==> src/sv/rope_pkg.sv <==
`timescale 1ns / 1ps
// ----------------------------------------------------------------------------
// rope_pkg
// Types, fixed-point constants and build-time table functions for the
// rotary position embedding pipeline.
// ----------------------------------------------------------------------------
package rope_pkg;

  localparam int unsigned TAB_DEPTH = 64;

  localparam logic [63:0] ONE48      = 64'h0001_0000_0000_0000;
  localparam logic [63:0] F0_TURNS   = 64'd174992710548;
  localparam logic [31:0] TWO_PI_Q29 = 32'd3373259426;
  localparam logic [30:0] ONE30      = 31'h4000_0000;
  localparam logic [30:0] HALF_LSB15 = 31'd16384;

  typedef enum logic [1:0] {
    QUAD_0,
    QUAD_1,
    QUAD_2,
    QUAD_3
  } rope_quad_e;

  typedef struct packed {
    logic [19:0]        position;
    logic [5:0]         pair_index;
    logic signed [15:0] x_even;
    logic signed [15:0] x_odd;
  } rope_in_t;

  typedef struct packed {
    logic signed [15:0] y_even;
    logic signed [15:0] y_odd;
  } rope_out_t;

  typedef struct packed {
    rope_quad_e         quad;
    logic               swap;
    logic signed [15:0] x_even;
    logic signed [15:0] x_odd;
  } rope_side_t;

  typedef struct packed {
    rope_side_t  side;
    logic [29:0] x;
    logic [29:0] x2;
    logic [30:0] t_sin;
    logic [30:0] t_cos;
  } rope_trig_t;

  function automatic logic [63:0] mul_shr48(input logic [63:0] a, input logic [63:0] b);
    logic [127:0] p;
    p = {64'd0, a} * {64'd0, b};
    return p[111:48];
  endfunction

  // Largest Q0.48 ratio whose n_pairs-fold truncated power stays <= limit.
  function automatic logic [63:0] rope_ratio(input int unsigned n_pairs,
                                             input logic [63:0] limit);
    logic [63:0] lo;
    logic [63:0] hi;
    logic [63:0] mid;
    logic [63:0] p;
    int unsigned it;
    int unsigned k;
    lo = '0;
    hi = ONE48;
    for (it = 0; it < 64; it++) begin
      if (hi - lo > 64'd1) begin
        mid = lo + ((hi - lo) >> 1);
        p = ONE48;
        for (k = 0; k < n_pairs; k++) begin
          p = mul_shr48(p, mid);
        end
        if (p <= limit) begin
          lo = mid;
        end else begin
          hi = mid;
        end
      end
    end
    return lo;
  endfunction

  function automatic logic [39:0] rope_freq(input int unsigned idx,
                                            input int unsigned n_pairs,
                                            input logic [63:0] ratio);
    logic [63:0] cur;
    logic [63:0] e;
    int unsigned k;
    cur = ONE48;
    for (k = 0; k < idx; k++) begin
      cur = mul_shr48(cur, ratio);
    end
    e = mul_shr48(cur, F0_TURNS);
    if (idx >= n_pairs) begin
      e = '0;
    end
    return e[39:0];
  endfunction

endpackage

==> src/sv/rope_rotate.sv <==
`timescale 1ns / 1ps
// ----------------------------------------------------------------------------
// rope_rotate
// Rotates the element pair by (cos, sin): products, sums, round half up and
// saturate to Q3.12. Three register stages.
// ----------------------------------------------------------------------------
module rope_rotate (
  input  logic                 clk_i,
  input  logic                 rst_ni,
  input  logic                 valid_i,
  input  logic signed [16:0]   cos_i,
  input  logic signed [16:0]   sin_i,
  input  rope_pkg::rope_side_t side_i,
  output logic                 valid_o,
  output rope_pkg::rope_out_t  result_o
);

  function automatic logic signed [15:0] sat16(input logic signed [33:0] v);
    if (v > 34'sd32767) begin
      return 16'sh7fff;
    end
    if (v < -34'sd32768) begin
      return 16'sh8000;
    end
    return v[15:0];
  endfunction

  logic                v1_q, v2_q, v3_q;
  logic signed [32:0]  p_ec_d, p_os_d, p_oc_d, p_es_d;
  logic signed [32:0]  p_ec_q, p_os_q, p_oc_q, p_es_q;
  logic signed [33:0]  acc_e_d, acc_o_d, acc_e_q, acc_o_q;
  logic signed [33:0]  te, to;
  rope_pkg::rope_out_t res_d, res_q;

  assign p_ec_d = 33'(side_i.x_even) * 33'(cos_i);
  assign p_os_d = 33'(side_i.x_odd) * 33'(sin_i);
  assign p_oc_d = 33'(side_i.x_odd) * 33'(cos_i);
  assign p_es_d = 33'(side_i.x_even) * 33'(sin_i);

  assign acc_e_d = 34'(p_ec_q) + 34'(p_os_q);
  assign acc_o_d = 34'(p_oc_q) - 34'(p_es_q);

  always_comb begin
    te           = acc_e_q + 34'sd16384;
    to           = acc_o_q + 34'sd16384;
    res_d.y_even = sat16(te >>> 15);
    res_d.y_odd  = sat16(to >>> 15);
  end

  always_ff @(posedge clk_i or negedge rst_ni) begin
    if (!rst_ni) begin
      v1_q <= 1'b0;
      v2_q <= 1'b0;
      v3_q <= 1'b0;
    end else begin
      v1_q <= valid_i;
      v2_q <= v1_q;
      v3_q <= v2_q;
    end
  end

  always_ff @(posedge clk_i) begin
    p_ec_q  <= p_ec_d;
    p_os_q  <= p_os_d;
    p_oc_q  <= p_oc_d;
    p_es_q  <= p_es_d;
    acc_e_q <= acc_e_d;
    acc_o_q <= acc_o_d;
    res_q   <= res_d;
  end

  assign valid_o  = v3_q;
  assign result_o = res_q;

  assert property (@(posedge clk_i) disable iff (!rst_ni)
    $past(valid_i, 3) |-> valid_o)
    else $error("item lost in rotate stages");

endmodule
==> config.mk <==
export PLATFORM = sky130hd
export DESIGN_NAME = rope_rotate
export DESIGN_NICKNAME = d
export VERILOG_FILES = /design/src/sv/rope_pkg.sv /design/src/sv/rope_rotate.sv
export SDC_FILE = /design/constraint.sdc
export NUM_CORES = 2
export LEC_CHECK = 0
export ABC_AREA = 0
export BUFFER_PORTS_ARGS = -buffer_cell sky130_fd_sc_hd__buf_2
export CORE_MARGIN = 2
export CORE_UTILIZATION = 45
export CTS_CLUSTER_DIAMETER = 30
export DETAILED_ROUTE_END_ITERATION = 12
export PLACE_DENSITY = 0.61
export SLEW_MARGIN = 20
export SYNTH_ARGS = -nofsm -noshare
export SYNTH_HDL_FRONTEND = slang
export SYNTH_SLANG_ARGS = --single-unit
export TNS_END_PERCENT = 100
==> constraint.sdc <==
create_clock -name clk_i -period 5.5 [get_ports clk_i]
set_input_delay 0.825 -clock clk_i [delete_from_list [all_inputs] [get_ports clk_i]]
set_output_delay 0.825 -clock clk_i [all_outputs]
set_load 0.01 [all_outputs]
==> results.rst <==
.. list-table::
   :header-rows: 1

   * - Metric
     - Value
   * - Wire length of the first global-routing pass
     - around 220000 um
   * - Overall overflow remaining after global route
     - 0
   * - Buffers added on ports
     - between 100 and 150
   * - Setup slack after layout
     - -0.4176 ns
   * - Cell count of the worst reg-to-reg path
     - 11
   * - DRC violations left
     - 0
   * - Number of inserted filler cells in the final layout
     - 9125
   * - Total Routed Length
     - about 140000 um
   * - Crit start category
     - primary input
   * - Final setup violation count
     - between 60 and 70
   * - Critical path class
     - primary input to register
   * - EDFF count, synth
     - 0
   * - Half-perimeter wire length after placement
     - 108100 um
   * - Req. time, crit path
     - approximately 6 ns
   * - Number of buffers on the longest clock path
     - 3
   * - Global Route met1 Usage
     - 0.3322
   * - Critical path's top delay family
     - adder cells
   * - Worst setup EP type
     - register
   * - ANT nets after route
     - 0
   * - Maximum clock frequency
     - around 170 MHz
   * - Antenna violations before repair
     - 8
   * - Total GRT Usage
     - 0.2488
   * - Sequential cell area fraction in the yosys report
     - 0.08527
   * - Met3 capacity usage during global routing
     - 0.04140
   * - Hold Crit Start
     - valid_i
   * - CTS clk-pin slew, worst paths
     - approximately 0.040 ns
   * - Distinct cell type count of the synthesized netlist
     - 80
   * - Die outline height
     - 333.2 um
   * - Cell-by-cell trace of the critical path
     - buf_16 > buf_12 > and2_4 > fa_1 > inv_1 > fa_2 > fa_2 > inv_1 > fa_2 > fa_1 > inv_1 > fa_1 > inv_1 > ha_4 > a21oi_4 > o21ai_2 > a221o_1 > or3_4 > o211ai_1 > a31oi_1 > o21ai_1 > a21oi_1 > a31oi_1
   * - Die width
     - approximately 330 um
   * - Slew of the pin with the lowest slew margin
     - 0.7608 ns
   * - Leading register cell type out of synthesis
     - dfxtp_1
   * - RSZ-0062 raised after global routing
     - yes
   * - Worst setup endpoint
     - p_ec_q[32]
   * - Count of routing violations after the opening detailed-route iteration
     - about 2200
   * - Area growth from synthesis to layout
     - 29.51%
   * - # nets final
     - 7634
   * - Avg WL per Cell
     - roughly 18 um
   * - Area of the die
     - 0.1110 mm2
   * - Type of the worst min-delay path
     - primary input to register
   * - Starting density of the core
     - 0.4544
   * - Via Count
     - roughly 38000
   * - Layout Skew
     - 0.03400 ns
   * - Number of top-level pins
     - between 100 and 150
   * - First-pass detailed-route iteration total
     - 6
   * - Global-route track usage on met2
     - 0.4202
   * - Final cycle utilization of the critical path
     - 1.076
   * - Cell with the most instances on the worst path
     - inv_1
   * - Top fanout value on the critical path
     - 6
   * - Number of H-tree branching levels
     - 2
   * - Top cells by area in the synthesized netlist
     - fa_1 (45%), ha_1 (10%), inv_1 (9.7%)
   * - Buffers plus inverters on the worst setup path
     - 6
   * - Min Tclk post-route
     - ~5.9 ns
   * - Final number of max-transition violations
     - 0
   * - Worst-case register-to-register setup slack
     - approximately 2.7 ns
   * - DR vias/cell
     - 5.013
   * - Most frequent cell after synthesis
     - inv_1
   * - CTS buffer count
     - 51
   * - TritonCTS clock tree
     - done
   * - Worst hold slack
     - 0.3381 ns
   * - Yosys warns
     - 0
   * - Final hold violation count
     - 0
   * - Worst path arrival time
     - between 6 and 7 ns
   * - Max-Slew Margin vs Limit
     - 0.4894
   * - Number of global-route vias before repair
     - a little over 40000
   * - Gate count after technology mapping
     - 5279
   * - Synth area leader
     - fa_1
   * - Clk Latency, worst-skew pair
     - between 0.5 and 0.6 ns
   * - Cell area after technology mapping
     - about 0.05 mm2
   * - # Max-Cap Violations
     - 0
   * - Most used standard cells in the synthesized netlist
     - inv_1 (1259), fa_1 (1104), nand2_1 (578), and2_1 (519), ha_1 (402)
   * - Weighted congestion at the end of routability-driven global placement
     - about 0.89
   * - Area inside the core boundary
     - about 0.11 mm2
   * - Maximum number of pins on one net before global-route repair
     - 20
   * - Fraction of post-synthesis cell area in the top cell type by area
     - 0.4531
   * - Critical register-to-register path endpoint
     - acc_o_q[33]
   * - Share of final-layout standard cells stronger than drive strength 1
     - 0.2568
   * - Failing checks
     - setup timing
   * - Nets in the synthesized netlist
     - slightly below 7000
   * - Startpoint of the worst setup timing path
     - side_i[20]
   * - Longest individual stage delay on the worst path
     - about 0.53 ns
   * - Buffer cell driving the clock tree root
     - clkbuf_16
   * - Number of sinks on the clock net
     - 207
   * - Number of stages on the worst setup path
     - 23
   * - FFs w/ async S/R, synth
     - 0.01449
   * - Row cnt
     - 120
   * - Crit Reg-Reg Startpoint
     - p_es_q[2]
   * - Routing layer with the top usage in global route
     - met2
   * - Status
     - finished, violations left
   * - Mean cell area of the mapped netlist
     - ~9.2 um2
   * - Slowest stage cell, crit path
     - fa_1
   * - Register bit count reported by yosys
     - roughly 210
-- per-stage QoR --
step	instances	area, um2	util	setup slack, ns	setup TNS [ns]
floorplan	5279	50590	-	-0.7147	-13.59
global placement	7237	56810	0.5292	-1.293	-71.39
detailed placement	7237	56810	0.5292	-1.291	-72.66
CTS	7445	61610	0.5739	-0.3909	-10.31
global route	7503	63170	0.5885	-0.6112	-20.51
finish	7503	63170	0.5885	-0.4176	-10.70
-- logic make-up (layout without fill, tap and decap cells) --
family,Yosys count,count (layout),share of synthesized area
compound gates,455,455,0.06146
xor+xnor,209,209,0.03753
fa+ha+maj,1506,1506,0.5562
buf+inv,1474,2293,0.1135
flops,207,207,0.08527
mux,1,1,0.0002052
other cells,0,2,0
simple gates,1427,1427,0.1458
-- sequential cells by signal, indices dropped and copies added, names as in the netlist --
signal,flops
p_ec_q,33
result_o,32
v2_q,1
p_es_q,33
p_oc_q,33
valid_o,1
v1_q,1
acc_e_q,20
acc_o_q,20
p_os_q,33
-- cell type report --
| class | instances | area (um2) | area share |
|---|---|---|---|
| Tap cell | 1403 | 1755 | 0.02779 |
| Antenna cell | 2 | 5.005 | 0.00007923 |
| Clock inverter | 39 | 495.5 | 0.007843 |
| Clock buffer | 56 | 1305 | 0.02066 |
| Timing Repair Buffer | 936 | 9037 | 0.1431 |
| Multi-Input combinational cell | 3598 | 41660 | 0.6595 |
| Inverter | 1262 | 4751 | 0.07520 |
| Sequential cell | 207 | 4159 | 0.06584 |
-- worst reg2reg max path, stage by stage, from the launching register on --
cell      delay [ns]
dfxtp_1         0.31
inv_1           0.04
ha_1            0.29
nand2_1         0.06
o21ai_0         0.37
a211oi_1        0.22
o41ai_2         0.58
nand4_1         0.21
a21oi_1         0.21
nor3_1          0.10
o21bai_1        0.19
o21ai_0         0.14
-- worst min-delay path by stage --
| stage | endpoint | slack, ns | depth (start not counted) |
|---|---|---|---|
| after floorplan | v2_q | 0.33 | 0 |
| after global placement | valid_o | 0.34 | 0 |
| after detailed placement | valid_o | 0.34 | 0 |
| after CTS | v1_q | 0.31 | 1 |
| after global routing | v1_q | 0.33 | 1 |
| final | v1_q | 0.34 | 1 |
-- layer usage --
metal | routed length, um | part of all wire
met1 | 56750 | 0.42
met2 | 66060 | 0.49
met3 | 8747 | 0.065
met5 | 50 | 0.00037
met4 | 3937 | 0.029
-- layout by cell type (no fill, tap or decap), drive strengths merged, types with 24 or more instances in the layout --
cell,n
inv,1263
fa,1104
buf,924
nand2,578
and2,519
ha,402
dfxtp,204
xnor2,151
a21oi,134
nor2,130
o21ai,105
a21o,71
clkbuf,62
xor2,58
nand3,37
nand2b,34
nand4,28
and3,26
nor2b,24
-- timing repair --
item | in CTS | in global routing
setup buffers | 104 | 64
hold endpoints to repair | 3 | 0
hold buffers | 1 | 0
endpoints found under the setup margin | 73 | 71
resized for setup | 475 | 268
pin swaps | 258 | 236
cloned | 15 | 6
Power is not shown: default switching activity piles up to over one toggle a cycle in this logic, so the estimate is an artifact.
